`src/rtl/core/assert_macros.svh`:
```
// Assertion macros shared by the base64 encoder RTL.
// Expects clk and rst_n to be in scope where a macro is used.
`ifndef ASSERT_MACROS_SVH
`define ASSERT_MACROS_SVH

// Property holds at every clock edge outside reset.
`define ASSERT_ALWAYS(label, expr, msg) \
    label: assert property (@(posedge clk) disable iff (!rst_n) (expr)) \
        else $error(msg);

// Antecedent implies consequent in the same cycle.
`define ASSERT_IMPLY(label, ante, cons, msg) \
    label: assert property (@(posedge clk) disable iff (!rst_n) (ante) |-> (cons)) \
        else $error(msg);

`endif

```
`src/rtl/core/b64e_pkg.sv`:
```
// Package for the base64 encoder: group type, character codes, alphabet.
// No dependencies.
package b64e_pkg;

    localparam int QUEUE_DEPTH = 2;
    localparam int QUEUE_AW    = $clog2(QUEUE_DEPTH);
    localparam int QUEUE_CW    = $clog2(QUEUE_DEPTH + 1);

    localparam logic [6:0] CHAR_PAD   = 7'h3D; // '='
    localparam logic [6:0] CHAR_PLUS  = 7'h2B; // '+'
    localparam logic [6:0] CHAR_SLASH = 7'h2F; // '/'
    localparam logic [6:0] CHAR_UPPER = 7'h41; // 'A'
    localparam logic [6:0] CHAR_LOWER = 7'h61; // 'a'
    localparam logic [6:0] CHAR_DIGIT = 7'h30; // '0'

    localparam logic [1:0] IDX_LAST = 2'd3;

    // One complete (or final, short) group of up to three bytes.
    typedef struct packed {
        logic [23:0] bits;     // first byte in 23..16, zero filled
        logic [1:0]  n_bytes;  // 1..3
        logic        last;     // group ends the message
    } group_t;

    // Queue status seen by the front and back.
    typedef struct packed {
        logic full;
        logic head_valid;
    } queue_status_t;

    function automatic logic [6:0] enc_char(input logic [5:0] v);
        logic [6:0] ext;
        logic [6:0] c;
        ext = {1'b0, v};
        case (v) inside
            [6'd0:6'd25]:  c = CHAR_UPPER + ext;
            [6'd26:6'd51]: c = CHAR_LOWER + ext - 7'd26;
            [6'd52:6'd61]: c = CHAR_DIGIT + ext - 7'd52;
            6'd62:         c = CHAR_PLUS;
            default:       c = CHAR_SLASH;
        endcase
        return c;
    endfunction

endpackage

```
`src/rtl/core/b64e_byte_if.sv`:
```
// Byte channel: one message byte per transaction, with end-of-message flag.
// No dependencies.
interface b64e_byte_if;
    logic       valid;
    logic       ready;
    logic [7:0] data_byte;
    logic       last_byte;

    modport source (output valid, output data_byte, output last_byte, input ready);
    modport sink   (input valid, input data_byte, input last_byte, output ready);
endinterface

```
`src/rtl/core/b64e_char_if.sv`:
```
// Character channel: one ASCII base64 character per transaction.
// No dependencies.
interface b64e_char_if;
    logic       valid;
    logic       ready;
    logic [6:0] out_char;
    logic       message_end;

    modport source (output valid, output out_char, output message_end, input ready);
    modport sink   (input valid, input out_char, input message_end, output ready);
endinterface

```
`src/rtl/core/b64e_front.sv`:
```
// Front end: gathers input bytes into groups of three, pushes groups to the queue.
// Depends on b64e_pkg, b64e_byte_if, assert_macros.svh.
`include "assert_macros.svh"

module b64e_front
    import b64e_pkg::*;
(
    input  logic          clk,
    input  logic          rst_n,
    b64e_byte_if.sink     bytes,
    input  queue_status_t q_status,
    output logic          push,
    output group_t        push_group
);

    logic [15:0] pend_reg, pend_next;
    logic [1:0]  cnt_reg, cnt_next;
    logic        accept;
    logic        held_two;

    assign bytes.ready = !q_status.full;
    assign accept      = bytes.valid && bytes.ready;
    assign held_two    = (cnt_reg >= 2'd2);

    always_comb
    begin
        pend_next  = pend_reg;
        cnt_next   = cnt_reg;
        push       = 1'b0;
        push_group = '0;
        push_group.last = bytes.last_byte;
        case (cnt_reg)
            2'd0:
            begin
                push_group.bits    = {bytes.data_byte, 16'h0000};
                push_group.n_bytes = 2'd1;
            end
            2'd1:
            begin
                push_group.bits    = {pend_reg[15:8], bytes.data_byte, 8'h00};
                push_group.n_bytes = 2'd2;
            end
            default:
            begin
                push_group.bits    = {pend_reg, bytes.data_byte};
                push_group.n_bytes = 2'd3;
            end
        endcase
        if (accept)
        begin
            if (!held_two && !bytes.last_byte)
            begin
                if (cnt_reg == 2'd0)
                    pend_next = {bytes.data_byte, 8'h00};
                else
                    pend_next = {pend_reg[15:8], bytes.data_byte};
                cnt_next = cnt_reg + 2'd1;
            end
            else
            begin
                push      = 1'b1;
                pend_next = '0;
                cnt_next  = 2'd0;
            end
        end
    end

    always_ff @(posedge clk or negedge rst_n)
    begin
        if (!rst_n)
        begin
            pend_reg <= '0;
            cnt_reg  <= 2'd0;
        end
        else
        begin
            pend_reg <= pend_next;
            cnt_reg  <= cnt_next;
        end
    end

    `ASSERT_ALWAYS(a_cnt_max, cnt_reg != 2'd3, "front: held byte count reached three")
    `ASSERT_IMPLY(a_push_room, push, !q_status.full, "front: push into a full queue")

endmodule

```
`src/rtl/core/b64e_queue.sv`:
```
// Short group queue between the front and back ends.
// Depends on b64e_pkg, assert_macros.svh.
`include "assert_macros.svh"

module b64e_queue
    import b64e_pkg::*;
(
    input  logic          clk,
    input  logic          rst_n,
    input  logic          push,
    input  group_t        push_group,
    input  logic          pop,
    output group_t        head,
    output queue_status_t status
);

    group_t                entries [QUEUE_DEPTH];
    logic [QUEUE_AW-1:0]   wr_ptr_reg, rd_ptr_reg;
    logic [QUEUE_CW-1:0]   count_reg;

    assign status.full       = (count_reg == QUEUE_CW'(QUEUE_DEPTH));
    assign status.head_valid = (count_reg != '0);
    assign head              = entries[rd_ptr_reg];

    always_ff @(posedge clk)
    begin
        if (push)
            entries[wr_ptr_reg] <= push_group;
    end

    always_ff @(posedge clk or negedge rst_n)
    begin
        if (!rst_n)
        begin
            wr_ptr_reg <= '0;
            rd_ptr_reg <= '0;
            count_reg  <= '0;
        end
        else
        begin
            if (push)
                wr_ptr_reg <= (wr_ptr_reg == QUEUE_AW'(QUEUE_DEPTH - 1)) ? '0 : wr_ptr_reg + 1'b1;
            if (pop)
                rd_ptr_reg <= (rd_ptr_reg == QUEUE_AW'(QUEUE_DEPTH - 1)) ? '0 : rd_ptr_reg + 1'b1;
            if (push && !pop)
                count_reg <= count_reg + 1'b1;
            else if (pop && !push)
                count_reg <= count_reg - 1'b1;
        end
    end

    `ASSERT_ALWAYS(a_count_max, count_reg <= QUEUE_CW'(QUEUE_DEPTH), "queue: count overflow")
    `ASSERT_IMPLY(a_pop_nonempty, pop, count_reg != '0, "queue: pop from empty queue")

endmodule

```
`src/rtl/core/b64e_back.sv`:
```
// Back end: each queued group gives four characters, one per cycle unless stalled,
// via an output register. Depends on b64e_pkg, b64e_char_if, assert_macros.svh.
`include "assert_macros.svh"

module b64e_back
    import b64e_pkg::*;
(
    input  logic          clk,
    input  logic          rst_n,
    input  group_t        head,
    input  queue_status_t q_status,
    output logic          pop,
    b64e_char_if.source   chars
);

    logic [1:0] idx_reg;
    logic       out_valid_reg;
    logic [6:0] out_char_reg;
    logic       out_end_reg;
    logic       load;
    logic [5:0] sextet;
    logic       pad;
    logic [6:0] char_next;

    assign load = q_status.head_valid && (!out_valid_reg || chars.ready);
    assign pop  = load && (idx_reg == IDX_LAST);

    always_comb
    begin
        case (idx_reg)
            2'd0:    sextet = head.bits[23:18];
            2'd1:    sextet = head.bits[17:12];
            2'd2:    sextet = head.bits[11:6];
            default: sextet = head.bits[5:0];
        endcase
        case (idx_reg)
            2'd2:    pad = (head.n_bytes < 2'd2);
            2'd3:    pad = (head.n_bytes < 2'd3);
            default: pad = 1'b0;
        endcase
        char_next = pad ? CHAR_PAD : enc_char(sextet);
    end

    always_ff @(posedge clk)
    begin
        if (load)
        begin
            out_char_reg <= char_next;
            out_end_reg  <= head.last && (idx_reg == IDX_LAST);
        end
    end

    always_ff @(posedge clk or negedge rst_n)
    begin
        if (!rst_n)
        begin
            idx_reg       <= 2'd0;
            out_valid_reg <= 1'b0;
        end
        else
        begin
            if (load)
            begin
                idx_reg       <= idx_reg + 2'd1;
                out_valid_reg <= 1'b1;
            end
            else if (chars.ready)
                out_valid_reg <= 1'b0;
        end
    end

    assign chars.valid       = out_valid_reg;
    assign chars.out_char    = out_char_reg;
    assign chars.message_end = out_end_reg;

    `ASSERT_IMPLY(a_mid_group, idx_reg != 2'd0, q_status.head_valid, "back: group left mid-way")
    `ASSERT_IMPLY(a_end_wrap, out_valid_reg && out_end_reg, idx_reg == 2'd0,
                  "back: message end shown before group wrapped")

endmodule

```
`src/rtl/core/base64_encoder.sv`:
```
// Top level of the streaming base64 encoder (standard alphabet, '=' padding).
// Depends on b64e_pkg, b64e_byte_if, b64e_char_if, b64e_front, b64e_queue, b64e_back.
//
// Usage:
//   bytes : input channel, one message byte per transaction (data_byte), with
//           last_byte high on the final byte of the message.
//   chars : output channel, one 7-bit ASCII character per transaction
//           (out_char); message_end is high on the final character of a message.
//   Every group of three bytes, and the short group closed by last_byte, gives
//   four characters; a short group is zero filled and padded with '='.
//   Path: with the back end idle, a group closed by an accepted byte is
//   written to the queue, and its first character is then loaded into the
//   output register, from which it shows on chars.
//   Throughput: the back end sends one character per cycle while the receiver
//   takes them. Bytes that do not close a group are taken every cycle while
//   the queue has room.
//   The two-entry group queue lets the front keep gathering while the back
//   end waits on a stalled receiver; when it fills, bytes.ready drops.
//   Output stalls hold the character register unchanged until taken.
//   Reset (rst_n, asynchronous, active low) clears held bytes, the queue and
//   the output valid; the next byte starts a new message.
module base64_encoder
    import b64e_pkg::*;
(
    input  logic        clk,
    input  logic        rst_n,
    b64e_byte_if.sink   bytes,
    b64e_char_if.source chars
);

    logic          push;
    group_t        push_group;
    logic          pop;
    group_t        head;
    queue_status_t q_status;

    // Front: byte gathering, one group pushed per closing byte
    b64e_front u_front (
        .clk        (clk),
        .rst_n      (rst_n),
        .bytes      (bytes),
        .q_status   (q_status),
        .push       (push),
        .push_group (push_group)
    );

    // Decoupling queue
    b64e_queue u_queue (
        .clk        (clk),
        .rst_n      (rst_n),
        .push       (push),
        .push_group (push_group),
        .pop        (pop),
        .head       (head),
        .status     (q_status)
    );

    // Back: character serialiser with output register
    b64e_back u_back (
        .clk      (clk),
        .rst_n    (rst_n),
        .head     (head),
        .q_status (q_status),
        .pop      (pop),
        .chars    (chars)
    );

endmodule
```
`src/flat_wrapper.sv`:
```
// flat-port wrapper written by rule: the top's interface ports become plain ports
module base64_encoder_flat import b64e_pkg::*;
  (clk, rst_n, bytes_valid, bytes_data_byte, bytes_last_byte, bytes_ready, chars_valid, chars_out_char, chars_message_end, chars_ready);
  b64e_byte_if bytes_i ();
  b64e_char_if chars_i ();
  input  logic clk;
  input  logic rst_n;
  input wire logic [$bits(bytes_i.valid)-1:0] bytes_valid;
  input wire logic [$bits(bytes_i.data_byte)-1:0] bytes_data_byte;
  input wire logic [$bits(bytes_i.last_byte)-1:0] bytes_last_byte;
  output wire logic [$bits(bytes_i.ready)-1:0] bytes_ready;
  output wire logic [$bits(chars_i.valid)-1:0] chars_valid;
  output wire logic [$bits(chars_i.out_char)-1:0] chars_out_char;
  output wire logic [$bits(chars_i.message_end)-1:0] chars_message_end;
  input wire logic [$bits(chars_i.ready)-1:0] chars_ready;
  assign bytes_i.valid = bytes_valid;
  assign bytes_i.data_byte = bytes_data_byte;
  assign bytes_i.last_byte = bytes_last_byte;
  assign bytes_ready = bytes_i.ready;
  assign chars_valid = chars_i.valid;
  assign chars_out_char = chars_i.out_char;
  assign chars_message_end = chars_i.message_end;
  assign chars_i.ready = chars_ready;
  base64_encoder u_core (.clk(clk), .rst_n(rst_n), .bytes(bytes_i), .chars(chars_i));
endmodule
```
`config.mk`:
```
export PLATFORM = sky130hd
export DESIGN_NAME = base64_encoder_flat
export DESIGN_NICKNAME = d
export VERILOG_FILES = /design/src/rtl/core/b64e_pkg.sv /design/src/rtl/core/b64e_byte_if.sv /design/src/rtl/core/b64e_char_if.sv /design/src/rtl/core/b64e_front.sv /design/src/rtl/core/b64e_queue.sv /design/src/rtl/core/b64e_back.sv /design/src/rtl/core/base64_encoder.sv /design/src/flat_wrapper.sv
export VERILOG_INCLUDE_DIRS = /design/src /design/src/rtl/core
export SDC_FILE = /design/constraint.sdc
export NUM_CORES = 1
export LEC_CHECK = 0
export BUFFER_PORTS_ARGS = -buffer_cell sky130_fd_sc_hd__buf_2
export CAP_MARGIN = 15
export CORE_ASPECT_RATIO = 0.5
export CORE_MARGIN = 4
export CORE_UTILIZATION = 61
export DETAILED_ROUTE_END_ITERATION = 8
export PLACE_DENSITY = 0.8
export SLEW_MARGIN = 20
export SYNTH_ARGS = -nofsm -noshare
export SYNTH_HDL_FRONTEND = slang
export SYNTH_SLANG_ARGS = --single-unit
```
`constraint.sdc`:
```
create_clock -name clk -period 9.7 [get_ports clk]
set_input_delay 0 -clock clk [delete_from_list [all_inputs] [get_ports clk]]
set_output_delay 0 -clock clk [all_outputs]
set_load 0.03 [all_outputs]
```
-- Word-level counts from Yosys, hierarchy flattened
Memories as Yosys holds them, arrays and structs flattened.
Index checks and enable logic that the tools add are counted.
- add/subtract/negate cells: 11
- $lt $le $gt $ge: 9
- equal/unequal tests: 7
- multiplexer cells: 20
- reductions and logical operators: 23
- operator list (operator ; number):
    26-bit one-hot mux with 2 select lines ; 1
    16-bit 2-to-1 mux ; 2
    7-bit 2-to-1 mux ; 3
    6-bit one-hot mux with 3 select lines ; 1
    7-bit by 6-bit adder with 7-bit output, first input constant ; 2
    6-bit <= comparator, second input constant ; 2
    1-bit logical AND ; 10
    1-bit 2-to-1 mux ; 8
    6-bit by 6-bit adder with 7-bit output, first input constant ; 1
    7-bit by 5-bit subtractor with 7-bit output, second input constant ; 1
    7-bit by 6-bit subtractor with 7-bit output, second input constant ; 1
    2-bit by 1-bit adder with 2-bit output, second input constant ; 3
    2-bit equality test, second input constant ; 3
    6-bit equality test, second input constant ; 1
    6-bit by 1-bit >= comparator with 1-bit output, second input constant ; 1
    6-bit by 5-bit >= comparator with 1-bit output, second input constant ; 1
    6-bit >= comparator, second input constant ; 1
    6-bit by 5-bit <= comparator with 1-bit output, second input constant ; 1
    1-bit logical NOT ; 6
    2-bit 2-to-1 mux ; 3
    2-bit nonzero test ; 3
    2-bit by 1-bit equality test with 1-bit output, second input constant ; 2
    2-bit logical NOT ; 2
    2-bit less-than comparator, second input constant ; 2
    8 further kinds ; 9
- register bits after elaboration: 33
- RAM bits: 54
- logic and storage cells: 81
- memories: 1
- memory list (name ; depth ; width ; read ports ; clocked after Yosys merged registers in ; wr ports ; RTL line ; text):
    u_core.u_queue.entries ; 2 ; 27 ; 1 ; 0 ; 1 ; b64e_queue.sv:17 ; group_t entries [QUEUE_DEPTH];

-- Longest topological paths before layout
- depth in word-level cells: 9
- mapped depth: 13

-- Modules after synthesis
From an unflattened synthesis, not the netlist that was laid out.
- cell total of the unflattened synthesis: 313
- area total of the unflattened synthesis: 4339.2 um2
- by module, submodules not included (module ; times used ; cells an instance ; area each (um2) ; sequential area each (um2)):
    b64e_queue ; 1 ; 100 ; 2237.1 ; 1721.7
    b64e_back ; 1 ; 121 ; 1097.3 ; 315.3
    b64e_front ; 1 ; 92 ; 1004.7 ; 450.4

-- Least setup slack after synthesis
OpenSTA, ideal clock, no wires.
- kind: register -> register
- start: register u_core.u_queue.count_reg[0]
- end: memory u_core.u_queue.entries[0][0] (netlist name), enable pin
- library setup time: 445 ps
- data arrival time: 2969 ps
- required time: 9255 ps
- slack: 6286 ps
- stages on the path, launching flop included: 5
- buffers on the path: 1
- clock period less this slack: 3414 ps
- cells stage by stage: dfrtp_1 nand2b_1 nand2_1 clkbuf_1 nor3_1
- word-level cells in the longest chain between the ends: 6
- RTL lines (element ; RTL line ; text):
    start, declared ; b64e_queue.sv:19 ; logic [QUEUE_CW-1:0] count_reg;
    start signal, assigned ; b64e_queue.sv:46 ; count_reg <= count_reg + 1'b1;
    start signal, assigned ; b64e_queue.sv:48 ; count_reg <= count_reg - 1'b1;
    2-bit equality test ; b64e_queue.sv:21 ; assign status.full = (count_reg == QUEUE_CW'(QUEUE_DEPTH));
    1-bit logical NOT ; b64e_front.sv:21 ; assign bytes.ready = !q_status.full;
    named net bytes_ready ; flat_wrapper.sv:11 ; output wire logic [$bits(bytes_i.ready)-1:0] bytes_ready;
    1-bit logical AND ; b64e_front.sv:22 ; assign accept = bytes.valid && bytes.ready;
    1-bit 2-to-1 mux ; b64e_front.sv:49 ; if (accept)
    1-bit 2-to-1 mux ; b64e_queue.sv:27 ; if (push)
    1-bit 2-to-1 mux (implied by the code) ; b64e_queue.sv:28 ; entries[wr_ptr_reg] <= push_group;
    end, declared ; b64e_queue.sv:17 ;
The timed path passes the listed nets, and every way through them passes these cells.

-- Worst setup path after layout
- start: register u_core.u_back.idx_reg[1]
- end: register u_core.u_back.out_char_reg[1], in the netlist u_core.u_back.chars.out_char[1] (data pin)
- word-level cells in the longest chain between the ends: 7
- elaborated cells between the ends (all ways): 23
- those cells by class: add/sub: 5; order compare: 6; eq/ne: 3; mux: 5; reduce/logical: 4
- RTL lines (element ; RTL line ; text):
    start, declared ; b64e_back.sv:16 ; logic [1:0] idx_reg;
    start signal, assigned ; b64e_back.sv:64 ; idx_reg <= idx_reg + 2'd1;
    2-bit equality test, or another cell as far along ; b64e_back.sv:30, b64e_back.sv:36 ;
    6-bit one-hot mux with 3 select lines ; b64e_back.sv:30 ; case (idx_reg)
    6-bit by 6-bit adder with 7-bit output, or another cell as far along ; b64e_pkg.sv:38 ; [6'd52:6'd61]: c = CHAR_DIGIT + ext - 7'd52;
    7-bit by 6-bit subtractor with 7-bit output / 1-bit logical AND (equally long branches) ; b64e_pkg.sv:38, b64e_back.sv:41 ;
    7-bit 2-to-1 mux (3 in series) ; b64e_pkg.sv:35 ; case (v) inside
    end signal, assigned ; b64e_back.sv:48 ; out_char_reg <= char_next;
    end, declared ; b64e_back.sv:18 ; logic [6:0] out_char_reg;
Several ways; a longest one is shown, not always the timed one.
A chain may end at the register's enable or synchronous reset.

==> impl_metrics.csv <==
group,metric,value,unit
status,status,"completed",
finish,final_cell_mix,"edfxtp_1 (62), a22o_1 (34), dfrtp_1 (25)",
sta,fmax,286,MHz
grt,grt_max_degree,28,
critical_path,path_max_fanout,10,
clock_network,cts_tree,"done",
place,place_area,4290,um^2
critical_path,worst-r2r-setup-slack,6.21,ns
yosys,synth_flop_cell,"edfxtp_1",
sta,rsz0062_at_grt,"false",
grt,use_met2,38.3,%
finish,final_common_cell,"edfxtp_1",
floorplan,rows,20,
critical_path,arrival,3.63,ns
critical_path,cpMaxStageDelayCell,"a21oi_1",
place,gp_congestion,0.909,
sta,setup_ws,6.21,ns
drt,drt_first_pass_iters,5,
finish,num_antenna_cells,0,
grt,grt.busiest_layer,"met2",
critical_path,worstPathRequired,9.84,ns
yosys,syn-num-nets,328,
clock_network,cts_inserted_buffers,9,
floorplan,start_util,65.5,%
clock_network,clk_pin_slew,0.06,ns
grt,grt_pass1_wl,14.4,mm
finish,final_cell_count_no_fill,427,
sta,min_period,3.49,ns
clock_network,post_cts.repair.setup_buffers,0,
finish,drive_gt1_share,18.0,%
finish,fill_cells,386,
finish,layout.nets,362,
critical_path,slowest_delay,0.45,ns
critical_path,crit_family,"compound AO/OA/AOI/OAI gates",
floorplan,core-area,6310,um^2
drt,detail_route.wl_per_cell,20.9,um
floorplan,die_h,66.2,um
place,dp_hpwl,5.99,mm
grt,overflow,0,
drt,drtAntennaViolNets,0,
drt,routed_wl,8.92,mm
grt,antenna_found_initial,0,
drt,viasPerCell,6.28,
yosys,synth_area,4130,um^2
sta,slew_viol_final,0,
critical_path,critical_path_buf_inv_count,2,
grt,grtUsageMet3,7.34,%
sta,clock_skew,0.00717,ns
min_path,hp-class,"in2reg",
yosys,async_flop_share,28.7,%
drt,drt_iter0_markers,294,
yosys,ys_seq_area_share,60.2,%
sta,finalCritPeriodShare,36.0,%
sta,fin_setup_tns,0,ns
critical_path,timing_worst_setup_path_type,"reg2reg",
clock_network,cts_max_path_buffers,2,
yosys,syn_inst,300,
yosys,ys_seq_elements,87,
sta,setup_violations,0,
clock_network,htree_num_levels,3,
critical_path,crit_path_cell_trace,"inv_1 -> ha_1 -> a222oi_1 -> o21ai_0 -> a21oi_1 -> inv_1 -> ha_1 -> nand2b_1 -> a31oi_2 -> o2bb2ai_2 -> and3b_1 -> a2111oi_2",
grt,grtUsageMet1,30.2,%
finish,largest_reg_flops,54,
place,dp_slack,6.34,ns
sta,max_slew_margin,35.2,%
finish,area_growth,14.3,%
grt,grt_pass1_vias,2662,
drt,drc_errors,0,
job,drv_cap,0,
place,dp.cells,400,
yosys,synth_edf_count,62,
sta,finalHoldViolCount,0,
sta,worstMarginPinSlew,0.965,ns
finish,final_cell_area,4720,um^2
critical_path,critPathLaunchType,"register",
yosys,avgSynthCellArea,13.8,um^2
clock_network,cts-resized-gates,0,
yosys,yosysUniqueCellTypes,58,
place,io_buffer_count,22,
clock_network,clkLatencyLatePin,0.33,ns
floorplan,dieArea,8230,um^2
floorplan,ioPinCount,23,
yosys,yosysWarnings,0,
critical_path,end_kind,"register",
clock_network,clock_sinks,87,
floorplan,die_w,124,um
drt,vias,2681,
clock_network,root_buffer,"clkbuf_16",
grt,grtUsageTotal,23.1,%
[Yosys cell counts, types with 2 or more instances]
master / n / area share, %
a211o_1: 3 / 0.64
mux2_4: 2 / 0.73
buf_6: 2 / 0.55
o21ai_0: 9 / 1.1
nor2_1: 14 / 1.3
mux2_1: 2 / 0.55
clkbuf_1: 5 / 0.45
nor3_2: 2 / 0.48
buf_4: 2 / 0.36
ha_1: 15 / 4.5
nand3_1: 4 / 0.48
a22oi_4: 2 / 1.0
mux2_2: 3 / 0.82
a211oi_1: 5 / 0.91
a21oi_1: 9 / 1.1
xnor2_1: 6 / 1.3
mux2i_1: 5 / 1.2
and2_1: 10 / 1.5
nor2b_1: 2 / 0.30
edfxtp_1: 62 / 45
dfrtp_1: 25 / 15
o211ai_1: 3 / 0.55
a22o_1: 34 / 7.2
nand2_1: 15 / 1.4
inv_1: 11 / 1.0
buf_2: 4 / 0.48
a22oi_1: 4 / 0.73
xor2_1: 4 / 0.85
nand2b_1: 4 / 0.61
nor3_1: 2 / 0.24
a222oi_1: 3 / 0.73
[worst register-to-register path: stages (launching register included)]
cell and delay (ns):
dfrtp_1 0.43, inv_1 0.11, ha_1 0.35, a222oi_1 0.39, o21ai_0 0.13, a21oi_1 0.45
inv_1 0.21, ha_1 0.25, nand2b_1 0.15, a31oi_2 0.19, o2bb2ai_2 0.13, and3b_1 0.19
a2111oi_2 0.32
[logic make-up (layout without fill, tap and decap cells)]
logic type / Yosys count / count (layout) / synth area share [%]
and+or+nand+nor: 61 / 61 / 7.63
adders and majority gates: 15 / 15 / 4.54
AOI/OAI and AO/OA: 90 / 90 / 18.9
xor gates and xnor gates: 10 / 10 / 2.12
buffers and inverters: 25 / 64 / 3.33
muxes: 12 / 12 / 3.30
DFF: 87 / 87 / 60.2
[routing by layer]
layer / vias to the layer above / wire length [um]
li1: 1217 / -
met2: 131 / 4210
met5: - / 0
met3: 12 / 772
met1: 1321 / 3860
met4: 0 / 76
[worst paths after layout]
path                                            from                               to  cells after the start
max reg2reg                 u_core.u_back.idx_reg[1]  u_core.u_back.chars.out_char[1]                     12
min reg2reg                u_core.u_queue.wr_ptr_reg        u_core.u_queue.wr_ptr_reg                      1
max in group asynchronous                      rst_n         u_core.u_back.idx_reg[1]                      2
max                         u_core.u_back.idx_reg[1]  u_core.u_back.chars.out_char[1]                     12
min                                      bytes_valid        u_core.u_front.cnt_reg[1]                      3
min in group asynchronous                      rst_n       u_core.u_front.pend_reg[9]                      2
[through the flow]
stage | utilization [%] | hold slack, ns
after floorplan | - | -0.296
after global placement | 68.0 | 0.0200
after detailed placement | 68.0 | 0.0254
after CTS | 74.9 | 0.0683
after global routing | 74.9 | 0.126
final | 74.9 | 0.0801
[area by class of cell]
class	instances	area, um^2	area share, %
tap	88	110	2.33
clock buffer	10	229	4.85
timing repair buffer	37	250	5.30
sequential	87	2490	52.7
inverter	11	41.3	0.874
multi-input combinational	188	1510	32.0
clock inverter	6	92.6	1.96
[what timing repair did]
| item | CTS | global route |
|---|---|---|
| setup endpoints to repair | 0 | 0 |
| hold endpoints to repair | 43 | 0 |
| hold buffers | 11 | 0 |
Power is left out: the tool's default activity adds up to more than one toggle a clock period on the data nets, which glitch-free logic cannot reach.
